## config.mk

```make
export PLATFORM = sky130hd
export DESIGN_NAME = weakest_replace_contributor_table_top
export DESIGN_NICKNAME = d
export VERILOG_FILES = /design/src/wrct_pkg.sv /design/src/wrct_cell.sv /design/src/wrct_ctrl.sv /design/src/weakest_replace_contributor_table_top.sv
export SDC_FILE = /design/constraint.sdc
export NUM_CORES = 1
export LEC_CHECK = 0
export BUFFER_PORTS_ARGS = -buffer_cell sky130_fd_sc_hd__buf_2
export CAP_MARGIN = 10
export CORE_MARGIN = 4
export CORE_UTILIZATION = 55
export DETAILED_ROUTE_END_ITERATION = 7
export PLACE_DENSITY = 0.79
export SYNTH_ARGS = -nofsm -noshare
export SYNTH_HDL_FRONTEND = slang
export SYNTH_HIERARCHICAL = 1
export SYNTH_SLANG_ARGS = --single-unit
```

## constraint.sdc

```tcl
create_clock -name clk -period 3 [get_ports clk]
set_clock_uncertainty 0.05 [all_clocks]
set_input_delay 0.15 -clock clk [delete_from_list [all_inputs] [get_ports clk]]
set_output_delay 0.15 -clock clk [all_outputs]
set_load 0.01 [all_outputs]
```

## src/wrct_pkg.sv

```systemverilog
// package for the weakest-replace contributor table
// holds sizes, function codes and the scan and write transaction types
// used by wrct_cell, wrct_ctrl and weakest_replace_contributor_table_top
package wrct_pkg;

    // table size and field widths
    localparam int SLOTS      = 6;
    localparam int SLOT_W     = (SLOTS > 1) ? $clog2(SLOTS) : 1;
    localparam int ID_W       = 16;
    localparam int INFL_W     = 16;
    localparam int FUNC_W     = 2;
    localparam int MASK_OUT_W = 6;
    localparam int SLOT_OUT_W = 3;

    // reset value of the influence threshold (Q8.8)
    localparam logic [INFL_W-1:0] MIN_INFL_RESET = INFL_W'(1);

    // function codes
    localparam logic [FUNC_W-1:0] FUNC_ADD     = 2'd0;
    localparam logic [FUNC_W-1:0] FUNC_CLR_ACT = 2'd1;
    localparam logic [FUNC_W-1:0] FUNC_DELETE  = 2'd2;
    localparam logic [FUNC_W-1:0] FUNC_CLR_CHG = 2'd3;

    typedef logic [SLOT_W-1:0] slot_idx_t;
    typedef logic [SLOTS-1:0]  mask_t;
    typedef logic [ID_W-1:0]   id_t;
    typedef logic [INFL_W-1:0] infl_t;

    // search transaction handed from cell to cell
    typedef struct packed {
        logic [FUNC_W-1:0] func;
        id_t               src;
        infl_t             infl;
        logic              match_hit;
        slot_idx_t         match_idx;
        infl_t             match_infl;
        logic              free_hit;
        slot_idx_t         free_idx;
        logic              weak_hit;
        slot_idx_t         weak_idx;
        infl_t             weak_infl;
        id_t               weak_src;
    } scan_pkt_t;

    // entry update broadcast to the cells
    typedef struct packed {
        logic      en;
        slot_idx_t idx;
        logic      valid;
        id_t       src;
        infl_t     infl;
    } wr_cmd_t;

endpackage

```

## src/wrct_cell.sv

```systemverilog
// one table slot of the contributor chain
// holds valid, source id and influence; folds itself into the passing search
// depends on wrct_pkg
module wrct_cell
(
    input  logic                clk,
    input  logic                rst_n,
    input  wrct_pkg::slot_idx_t my_idx,
    input  logic                live_in,
    input  wrct_pkg::scan_pkt_t pkt_in,
    input  wrct_pkg::wr_cmd_t   wr,
    output logic                live_out,
    output wrct_pkg::scan_pkt_t pkt_out
);

    logic                valid_reg;
    wrct_pkg::id_t       src_reg;
    wrct_pkg::infl_t     infl_reg;
    logic                live_reg;
    wrct_pkg::scan_pkt_t pkt_reg;
    wrct_pkg::scan_pkt_t pkt_next;
    logic                hit;
    logic                wr_here;

    assign hit     = valid_reg && (src_reg == pkt_in.src);
    assign wr_here = wr.en && (wr.idx == my_idx);

    // fold this slot into the search
    always_comb
    begin
        pkt_next = pkt_in;
        if (!pkt_in.match_hit && hit)
        begin
            pkt_next.match_hit  = 1'b1;
            pkt_next.match_idx  = my_idx;
            pkt_next.match_infl = infl_reg;
        end
        if (!pkt_in.free_hit && !valid_reg)
        begin
            pkt_next.free_hit = 1'b1;
            pkt_next.free_idx = my_idx;
        end
        // strict compare keeps ties on the lowest slot
        if (!pkt_in.weak_hit || (infl_reg < pkt_in.weak_infl))
        begin
            pkt_next.weak_hit  = 1'b1;
            pkt_next.weak_idx  = my_idx;
            pkt_next.weak_infl = infl_reg;
            pkt_next.weak_src  = src_reg;
        end
    end

    // slot valid bit
    always_ff @(posedge clk or negedge rst_n)
    begin
        if (!rst_n)
        begin
            valid_reg <= 1'b0;
        end
        else if (wr_here)
        begin
            valid_reg <= wr.valid;
        end
    end

    // slot payload
    always_ff @(posedge clk or negedge rst_n)
    begin
        if (!rst_n)
        begin
            src_reg  <= '0;
            infl_reg <= '0;
        end
        else if (wr_here)
        begin
            src_reg  <= wr.src;
            infl_reg <= wr.infl;
        end
    end

    // search stage
    always_ff @(posedge clk or negedge rst_n)
    begin
        if (!rst_n)
        begin
            live_reg <= 1'b0;
        end
        else
        begin
            live_reg <= live_in;
        end
    end

    always_ff @(posedge clk)
    begin
        pkt_reg <= pkt_next;
    end

    assign live_out = live_reg;
    assign pkt_out  = pkt_reg;

endmodule

```

## src/wrct_ctrl.sv

```systemverilog
// control of the contributor table
// launches searches, decides the slot, keeps the masks and the threshold
// depends on wrct_pkg
module wrct_ctrl
(
    input  logic                                   clk,
    input  logic                                   rst_n,
    input  logic                                   start,
    input  logic [wrct_pkg::FUNC_W-1:0]            func,
    input  wrct_pkg::id_t                          source_id,
    input  wrct_pkg::infl_t                        influence,
    output logic                                   busy,
    input  logic                                   cfg_we,
    input  wrct_pkg::infl_t                        cfg_wdata,
    output logic                                   launch,
    output wrct_pkg::scan_pkt_t                    launch_pkt,
    input  logic                                   scan_done,
    input  wrct_pkg::scan_pkt_t                    scan_pkt,
    output wrct_pkg::wr_cmd_t                      wr,
    output logic                                   done,
    output logic                                   accepted,
    output logic [wrct_pkg::SLOT_OUT_W-1:0]        slot_index,
    output logic                                   evicted,
    output wrct_pkg::id_t                          evicted_id,
    output logic [wrct_pkg::MASK_OUT_W-1:0]        active_bits,
    output logic [wrct_pkg::MASK_OUT_W-1:0]        changed_bits
);

    localparam int EXT_W = wrct_pkg::SLOT_W + wrct_pkg::SLOT_OUT_W;

    logic                busy_reg;
    logic                done_reg;
    wrct_pkg::infl_t     min_infl_reg;
    wrct_pkg::mask_t     active_reg;
    wrct_pkg::mask_t     active_next;
    wrct_pkg::mask_t     changed_reg;
    wrct_pkg::mask_t     changed_next;
    wrct_pkg::wr_cmd_t   wr_reg;
    wrct_pkg::wr_cmd_t   wr_next;
    logic                acc_reg;
    logic                acc_next;
    wrct_pkg::slot_idx_t slot_reg;
    wrct_pkg::slot_idx_t slot_next;
    logic                ev_reg;
    logic                ev_next;
    wrct_pkg::id_t       ev_id_reg;
    wrct_pkg::id_t       ev_id_next;
    wrct_pkg::mask_t     slot_bit;
    logic [EXT_W-1:0]    slot_ext;

    // new transaction enters the chain
    assign launch = start && !busy_reg;

    always_comb
    begin
        launch_pkt        = '0;
        launch_pkt.func   = func;
        launch_pkt.src    = source_id;
        launch_pkt.infl   = influence;
    end

    // decision when the search leaves the last cell
    always_comb
    begin
        active_next  = active_reg;
        changed_next = changed_reg;
        wr_next      = '0;
        acc_next     = 1'b0;
        slot_next    = '0;
        ev_next      = 1'b0;
        ev_id_next   = '0;
        slot_bit     = '0;
        unique case (scan_pkt.func)
            wrct_pkg::FUNC_ADD:
            begin
                if (scan_pkt.infl >= min_infl_reg)
                begin
                    if (scan_pkt.match_hit)
                    begin
                        acc_next = 1'b1;
                        slot_next = scan_pkt.match_idx;
                    end
                    else if (scan_pkt.free_hit)
                    begin
                        acc_next = 1'b1;
                        slot_next = scan_pkt.free_idx;
                    end
                    else if (scan_pkt.infl > scan_pkt.weak_infl)
                    begin
                        acc_next   = 1'b1;
                        slot_next  = scan_pkt.weak_idx;
                        ev_next    = 1'b1;
                        ev_id_next = scan_pkt.weak_src;
                    end
                end
                if (acc_next)
                begin
                    slot_bit    = wrct_pkg::mask_t'(1) << slot_next;
                    active_next = active_reg | slot_bit;
                    // a returning source with equal influence is no change
                    if (!(scan_pkt.match_hit && (scan_pkt.match_infl == scan_pkt.infl)))
                    begin
                        changed_next = changed_reg | slot_bit;
                    end
                    wr_next.en    = 1'b1;
                    wr_next.idx   = slot_next;
                    wr_next.valid = 1'b1;
                    wr_next.src   = scan_pkt.src;
                    wr_next.infl  = scan_pkt.infl;
                end
            end
            wrct_pkg::FUNC_CLR_ACT:
            begin
                active_next = '0;
            end
            wrct_pkg::FUNC_DELETE:
            begin
                if (scan_pkt.match_hit)
                begin
                    acc_next      = 1'b1;
                    slot_next     = scan_pkt.match_idx;
                    slot_bit      = wrct_pkg::mask_t'(1) << slot_next;
                    active_next   = active_reg & ~slot_bit;
                    changed_next  = changed_reg | slot_bit;
                    wr_next.en    = 1'b1;
                    wr_next.idx   = slot_next;
                    wr_next.valid = 1'b0;
                    wr_next.src   = scan_pkt.src;
                    wr_next.infl  = scan_pkt.match_infl;
                end
            end
            wrct_pkg::FUNC_CLR_CHG:
            begin
                changed_next = '0;
            end
            default:
            begin
                active_next = active_reg;
            end
        endcase
    end

    // control state
    always_ff @(posedge clk or negedge rst_n)
    begin
        if (!rst_n)
        begin
            busy_reg     <= 1'b0;
            done_reg     <= 1'b0;
            min_infl_reg <= wrct_pkg::MIN_INFL_RESET;
            active_reg   <= '0;
            changed_reg  <= '0;
            wr_reg       <= '0;
        end
        else
        begin
            done_reg <= scan_done;
            wr_reg   <= scan_done ? wr_next : '0;
            if (launch)
            begin
                busy_reg <= 1'b1;
            end
            else if (done_reg)
            begin
                // release only once the slot write has landed
                busy_reg <= 1'b0;
            end
            if (scan_done)
            begin
                active_reg  <= active_next;
                changed_reg <= changed_next;
            end
            if (cfg_we)
            begin
                min_infl_reg <= cfg_wdata;
            end
        end
    end

    // result payload
    always_ff @(posedge clk)
    begin
        if (scan_done)
        begin
            acc_reg   <= acc_next;
            slot_reg  <= slot_next;
            ev_reg    <= ev_next;
            ev_id_reg <= ev_id_next;
        end
    end

    assign busy       = busy_reg;
    assign wr         = wr_reg;
    assign done       = done_reg;
    assign accepted   = acc_reg;
    assign slot_ext   = {{wrct_pkg::SLOT_OUT_W{1'b0}}, slot_reg};
    assign slot_index = slot_ext[wrct_pkg::SLOT_OUT_W-1:0];
    assign evicted    = ev_reg;
    assign evicted_id = ev_id_reg;

    // low mask bits on the result ports
    for (genvar b = 0; b < wrct_pkg::MASK_OUT_W; b++)
    begin : g_mask_out
        if (b < wrct_pkg::SLOTS)
        begin : g_bit
            assign active_bits[b]  = active_reg[b];
            assign changed_bits[b] = changed_reg[b];
        end
        else
        begin : g_zero
            assign active_bits[b]  = 1'b0;
            assign changed_bits[b] = 1'b0;
        end
    end

endmodule

```

## src/weakest_replace_contributor_table_top.sv

```systemverilog
// top level of the weakest-replace contributor table
// a chain of wrct_cell slots searched by a transaction that steps one cell a cycle
// depends on wrct_pkg, wrct_cell, wrct_ctrl
//
//  channel   handshake              payload
//  input     start & !busy          func, source_id, influence
//  result    done (one cycle)       accepted, slot_index, evicted, evicted_id,
//                                   active_bits, changed_bits
//  config    min_influence_we       min_influence_wdata
//
// every transaction passes the cells in slot order and then the decision, which
// registers the result and the slot write and raises the done strobe.
// the table entry is updated at the end of the done cycle and busy drops with it,
// so a new transaction is taken at the earliest in the cycle after the done strobe.
// rst_n is asynchronous and clears the table, masks and threshold (to 1).
// the receiver cannot stall: done is high for exactly one cycle per result.
module weakest_replace_contributor_table_top
(
    input  logic                                clk,
    input  logic                                rst_n,
    input  logic                                start,
    output logic                                busy,
    input  logic [wrct_pkg::FUNC_W-1:0]         func,
    input  logic [wrct_pkg::ID_W-1:0]           source_id,
    input  logic [wrct_pkg::INFL_W-1:0]         influence,
    input  logic                                min_influence_we,
    input  logic [wrct_pkg::INFL_W-1:0]         min_influence_wdata,
    output logic                                done,
    output logic                                accepted,
    output logic [wrct_pkg::SLOT_OUT_W-1:0]     slot_index,
    output logic                                evicted,
    output logic [wrct_pkg::ID_W-1:0]           evicted_id,
    output logic [wrct_pkg::MASK_OUT_W-1:0]     active_bits,
    output logic [wrct_pkg::MASK_OUT_W-1:0]     changed_bits
);

    logic                live [wrct_pkg::SLOTS+1];
    wrct_pkg::scan_pkt_t pkt  [wrct_pkg::SLOTS+1];
    wrct_pkg::wr_cmd_t   wr;

    // control and decision
    wrct_ctrl u_ctrl
    (
        .clk          (clk),
        .rst_n        (rst_n),
        .start        (start),
        .func         (func),
        .source_id    (source_id),
        .influence    (influence),
        .busy         (busy),
        .cfg_we       (min_influence_we),
        .cfg_wdata    (min_influence_wdata),
        .launch       (live[0]),
        .launch_pkt   (pkt[0]),
        .scan_done    (live[wrct_pkg::SLOTS]),
        .scan_pkt     (pkt[wrct_pkg::SLOTS]),
        .wr           (wr),
        .done         (done),
        .accepted     (accepted),
        .slot_index   (slot_index),
        .evicted      (evicted),
        .evicted_id   (evicted_id),
        .active_bits  (active_bits),
        .changed_bits (changed_bits)
    );

    // chain of slot cells
    for (genvar i = 0; i < wrct_pkg::SLOTS; i++)
    begin : g_cell
        wrct_cell u_cell
        (
            .clk      (clk),
            .rst_n    (rst_n),
            .my_idx   (wrct_pkg::slot_idx_t'(i)),
            .live_in  (live[i]),
            .pkt_in   (pkt[i]),
            .wr       (wr),
            .live_out (live[i+1]),
            .pkt_out  (pkt[i+1])
        );
    end

endmodule
```

## Word level (Yosys, flattened, before mapping)

Index checks and enable logic that the tools add are counted.

- Bits in registers: 847
- Input port bits: 54
- Output and inout port bits: 35

- Order comparisons: 7
- Equality and inequality tests: 18
- Shifts and indexed selects: 2
- Mux-type cells: 39
- Bitwise logic cells: 8
- Reduce and logical (&&, ||, !) cells: 57

Operator list:

| kind | count |
|---|---|
| two-way mux 32 bit | 4 |
| equality test 16 bit | 7 |
| two-way mux 37 bit | 3 |
| less-than comparator 16 bit | 5 |
| two-way mux 16 bit | 5 |
| one-hot mux 37 bit (2 select lines) | 1 |
| one-hot mux 6 bit (3 select lines) | 2 |
| two-way mux 33 bit | 1 |
| two-way mux 6 bit | 5 |
| logical AND 1 bit | 24 |
| logical NOT 1 bit | 20 |
| two-way mux 20 bit | 1 |
| two-way mux 3 bit | 6 |
| bitwise OR 6 bit | 3 |
| >= comparator 16 bit | 1 |
| > comparator 16 bit | 1 |
| left shift 1 x 3 -> 6 bit, first input constant | 2 |
| two-way mux 1 bit | 8 |
| bitwise AND 6 bit | 1 |
| equality test 3 x 2 -> 1 bit, second input constant | 2 |
| equality test 3 bit, second input constant | 2 |
| inverter 6 bit | 1 |
| one-hot mux 3 bit (2 select lines) | 1 |
| nonzero test 3 bit | 2 |
| 16 further kinds | 23 |

## Depth between registers and ports, before layout

- Depth in word-level cells: 11
- Gate-level depth with buffers: 10
- Mapped depth without buffers: 9

## By module

Netlist, hierarchy kept.

By module, submodules not included:

| module | instances | cells each | area an instance (sq um) |
|---|---|---|---|
| wrct_cell (g_cell[0].u_cell ...) | 5 | 310 | 4581.9 |
| wrct_ctrl | 1 | 549 | 5410.2 |
| wrct_cell (g_cell[1].u_cell) | 1 | 313 | 4478.0 |
| weakest_replace_contributor_table_top | 1 | 2 | 7.5 |

## Worst setup path after synthesis

OpenSTA, ideal clock, no wires.

- Kind: flip-flop to flip-flop
- Start point: register g_cell[2].u_cell.infl_reg[15]
- End point: register g_cell[2].u_cell.pkt_reg, in the netlist g_cell[2].u_cell/pkt_out[10]
- Library setup time: 121 ps
- Data arrival time: 2164 ps
- Required time: 2829 ps
- Slack: 665 ps
- Stages on the path, launching flop included: 9
- Period minus slack after synthesis: 2335 ps
- Path through: dfrtp_1 -> ha_1 -> nand4_2 -> nor2_1 -> a311o_1 -> o41a_1 -> buf_6 -> buf_12 -> mux2_4

RTL lines:

| what | RTL line | RTL |
|---|---|---|
| from (decl) | wrct_cell.sv:18 | `wrct_pkg::infl_t infl_reg;` |
| from (signal assigned) | wrct_cell.sv:77 | `infl_reg <= wr.infl;` |
| to (signal assigned) | wrct_cell.sv:96 | `pkt_reg <= pkt_next;` |
| to (decl) | wrct_cell.sv:20 | `wrct_pkg::scan_pkt_t pkt_reg;` |

## Worst setup path in the final report

- Start point: register g_cell[5].u_cell.pkt_reg, in the netlist g_cell[5].u_cell/pkt_out[75]
- End point: register u_ctrl.wr_reg, in the netlist u_ctrl/wr[21]

- Longest elaborated chain between the ends: 9

RTL lines:

| what | RTL line | RTL |
|---|---|---|
| from (decl) | wrct_cell.sv:20 |  |
| from (signal assigned) | wrct_cell.sv:96 |  |
| > comparator 16 bit | wrct_ctrl.sv:88 | `else if (scan_pkt.infl > scan_pkt.weak_infl)` |
| two-way mux 1 bit | wrct_ctrl.sv:88 |  |
| two-way mux 1 bit | wrct_ctrl.sv:83 | `else if (scan_pkt.free_hit)` |
| two-way mux 1 bit | wrct_ctrl.sv:78 | `if (scan_pkt.match_hit)` |
| two-way mux 1 bit (*) | wrct_ctrl.sv:76 | `if (scan_pkt.infl >= min_infl_reg)` |
| two-way mux 1 bit (*) | wrct_ctrl.sv:73 | `unique case (scan_pkt.func)` |
| two-way mux 37 bit (*) | wrct_ctrl.sv:96 | `if (acc_next)` |
| one-hot mux 37 bit (2 select lines) (*) | wrct_ctrl.sv:73 |  |
| two-way mux 37 bit (*) | wrct_ctrl.sv:158 | `wr_reg <= scan_done ? wr_next : '0;` |
| to (signal assigned) | wrct_ctrl.sv:158 |  |
| to (decl) | wrct_ctrl.sv:38 | `wrct_pkg::wr_cmd_t wr_reg;` |

Every way passes the cells marked *; elsewhere a longest branch is shown, timed or not. The select of a mux whose other input is x is not followed.
A chain may end at the register's enable or synchronous reset.

==> flow_metrics.env <==
export IMPL_status="complete, but fails checks"
export IMPL_violations="max-slew violations"
export IMPL_die_area_sq_um=63600
export IMPL_min_period_over_period=0.936
export IMPL_grt_max_degree=102
export IMPL_critPathCapture="u_ctrl/wr[21]"
export IMPL_nFillCells=4220
export IMPL_critical_path_top_delay_family="compound AO/OA/AOI/OAI gates"
export IMPL_syn_area_per_cell_sq_um=13.6
export IMPL_path_clk_slew_ns=0.06
export IMPL_drtAntennaViolNets=0
export IMPL_design_core_area_sq_um=59000
export IMPL_cp_max_fo=17
export IMPL_gp_congestion=0.861
export IMPL_p_total_mw=23.6
export IMPL_cp_arrival_ns=3.30
export IMPL_timing_setup_tns_ns=0
export IMPL_area_growth_pct=13.9
export IMPL_clockBufferDepth=3
export IMPL_r2r_start="g_cell[5].u_cell/pkt_out[75]"
export IMPL_finalMaxSlewViolations=36
export IMPL_drive_gt1_frac=0.310
export IMPL_cts_tree="done"
export IMPL_grt_usage=0.200
export IMPL_clock_latency_ns=0.61
export IMPL_drtIter0Drc=896
export IMPL_period_minus_slack_ns=2.81
export IMPL_grt_pass1_wl_microns=103000
export IMPL_route_met3_wl_microns=2100
export IMPL_crit_path_start="g_cell[5].u_cell/pkt_out[75]"
export IMPL_powerDensity_nw_per_um2=632
export IMPL_vias=17700
export IMPL_r2r_end="u_ctrl/wr[21]"
export IMPL_setup_viol=0
export IMPL_crit_required_ns=3.49
export IMPL_critical_path_class="flip-flop to flip-flop"
export IMPL_worst_slew_pin_slew_ns=2.47
export IMPL_critical_path_slowest_cell="o21ba_2"
export IMPL_start_kind="flip-flop"
export IMPL_drv_cap=0
export IMPL_r2r_cells=8
export IMPL_rows=89
export IMPL_synth_area_sq_um=32800
export IMPL_wl_per_cell_microns=18.2
export IMPL_io_pin_count=89
export IMPL_wl_microns=63500
export IMPL_syn_inst=2412
export IMPL_clock_sinks=855
export IMPL_largest_register_ffs=563
export IMPL_fp_dieH_microns=252
export IMPL_initial_core_util=0.555
export IMPL_dr_pass1_iters=5
export IMPL_relSlewSlack=-0.644
export IMPL_yosysWarningCount=6
export IMPL_grt_pass1_vias=19000
export IMPL_ir_drop_mv=0.687
export IMPL_cts_root_buf="clkbuf_16"
export IMPL_cp_slowest_stage_delay_ns=0.43
export IMPL_grt_overflow_total=0
export IMPL_route_top_layer_used="met4"
export IMPL_route_detailed_drc=0
export IMPL_cts_buffers=80
export IMPL_htree_levels=3
export IMPL_met2_wirelength_microns=29500
export IMPL_final_nets=2831
export IMPL_rsz0062_at_grt="false"
export IMPL_hold_violations=0
export IMPL_max_freq_mhz=356
export IMPL_viasPerCell=5.08
export IMPL_critPathCaptureType="flip-flop"
export IMPL_critical_path_depth=8
export IMPL_hp_class="input port to flip-flop"
export IMPL_p_leak_nw=16.7
export IMPL_dieWidth_microns=252
export IMPL_reg2reg_slack_ns=0.19
export IMPL_wl_met1_microns=30200
export IMPL_hpwl_microns=44200
export IMPL_cp_cell_sequence="ha_1 > nand4_2 > nor4_4 > a21boi_2 > o31ai_2 > a211oi_4 > o21ba_2 > and2_1"
export IMPL_grt_antenna_before_repair=1
export IMPL_io_buffers=88
export IMPL_crit_buf_inv=0
-- per-layer routing --
layer / up-vias / track usage
met5: - / 0
met4: 0 / 0.0645
met3: 109 / 0.0278
met2: 317 / 0.327
met1: 8708 / 0.278
li1: 8595 / -
-- stage by stage --
| stage | setup WS (ns) | hold WS, ns | instances | util | area [sq um] |
|---|---|---|---|---|---|
| after detailed placement | 0.185 | 0.204 | 3269 | 0.572 | 33700 |
| final | 0.193 | 0.0336 | 3493 | 0.632 | 37300 |
| after global placement | 0.284 | 0.203 | 3269 | 0.572 | 33700 |
| after CTS | 0.156 | 0.00258 | 3492 | 0.632 | 37300 |
| after floorplan | 0.665 | -0.196 | 2541 | - | 33300 |
| after global routing | 0.0148 | 0.0353 | 3493 | 0.632 | 37300 |
-- cell usage in the layout (no fill, tap or decap), drive strengths merged, types with 5 or more instances in the layout --
cell type and count:
a2111oi 6, a211oi 8, a21o 6, a21oi 45
a221oi 10, a22oi 17, a311o 5, a31oi 10
and2 36, buf 119, bufinv 11, clkbuf 118
clkinv 14, conb 137, dfrtp 270, dfxtp 563
dlygate4sd3 74, edfxtp 21, ha 125, inv 147
mux2 541, nand2 47, nand2b 13, nand3 20
nand4 40, nand4b 6, nor2 46, nor2b 9
nor3 14, nor4 22, o21a 5, o21ai 35
o32ai 6, o41a 5, or2 9, or3 6
xnor2 91, xor2 39
-- area by class of cell --
type                            count  area (sq um)  area share
Antenna cell                        1          2.50   0.0000670
Sequential cell                   855         18700       0.501
Clock inverter                     31           495      0.0133
Multi-Input combinational cell   1381         12800       0.343
Tap cell                          773           967      0.0259
Inverter                          141           529      0.0142
Clock buffer                      118          2350      0.0629
Timing Repair Buffer              193          1510      0.0405
-- timing repair --
item,CTS,global route
gates resized for setup,0,1
setup endpoints to repair,0,12
hold endpoints to repair,146,0
buffers inserted,0,0
hold buffers,74,0
-- power breakdown --
| group | leakage (nW) | internal [mW] | total, mW | switching, mW |
|---|---|---|---|---|
| Sequential | 8.62 | 11.8 | 12.0 | 0.169 |
| Clock | 1.40 | 6.43 | 10.7 | 4.24 |
| Combinational | 6.67 | 0.458 | 0.969 | 0.512 |
-- worst min-delay path by stage --
stage                     start                            to  slack (ns)  cells past startpoint
2_1_floorplan             rst_n  g_cell[0].u_cell/infl_reg[0]       -0.20                      0
3_5_place_dp      influence[11]  g_cell[0].u_cell/pkt_out[71]        0.20                      1
6_report       min_influence_we        u_ctrl/min_infl_reg[3]        0.03                      2
4_1_cts        min_influence_we       u_ctrl/min_infl_reg[10]       0.003                      2
3_3_place_gp       influence[3]  g_cell[0].u_cell/pkt_out[63]        0.20                      1
5_1_grt        min_influence_we        u_ctrl/min_infl_reg[8]        0.04                      2
No activity file was read; power rests on OpenSTA's default activity.
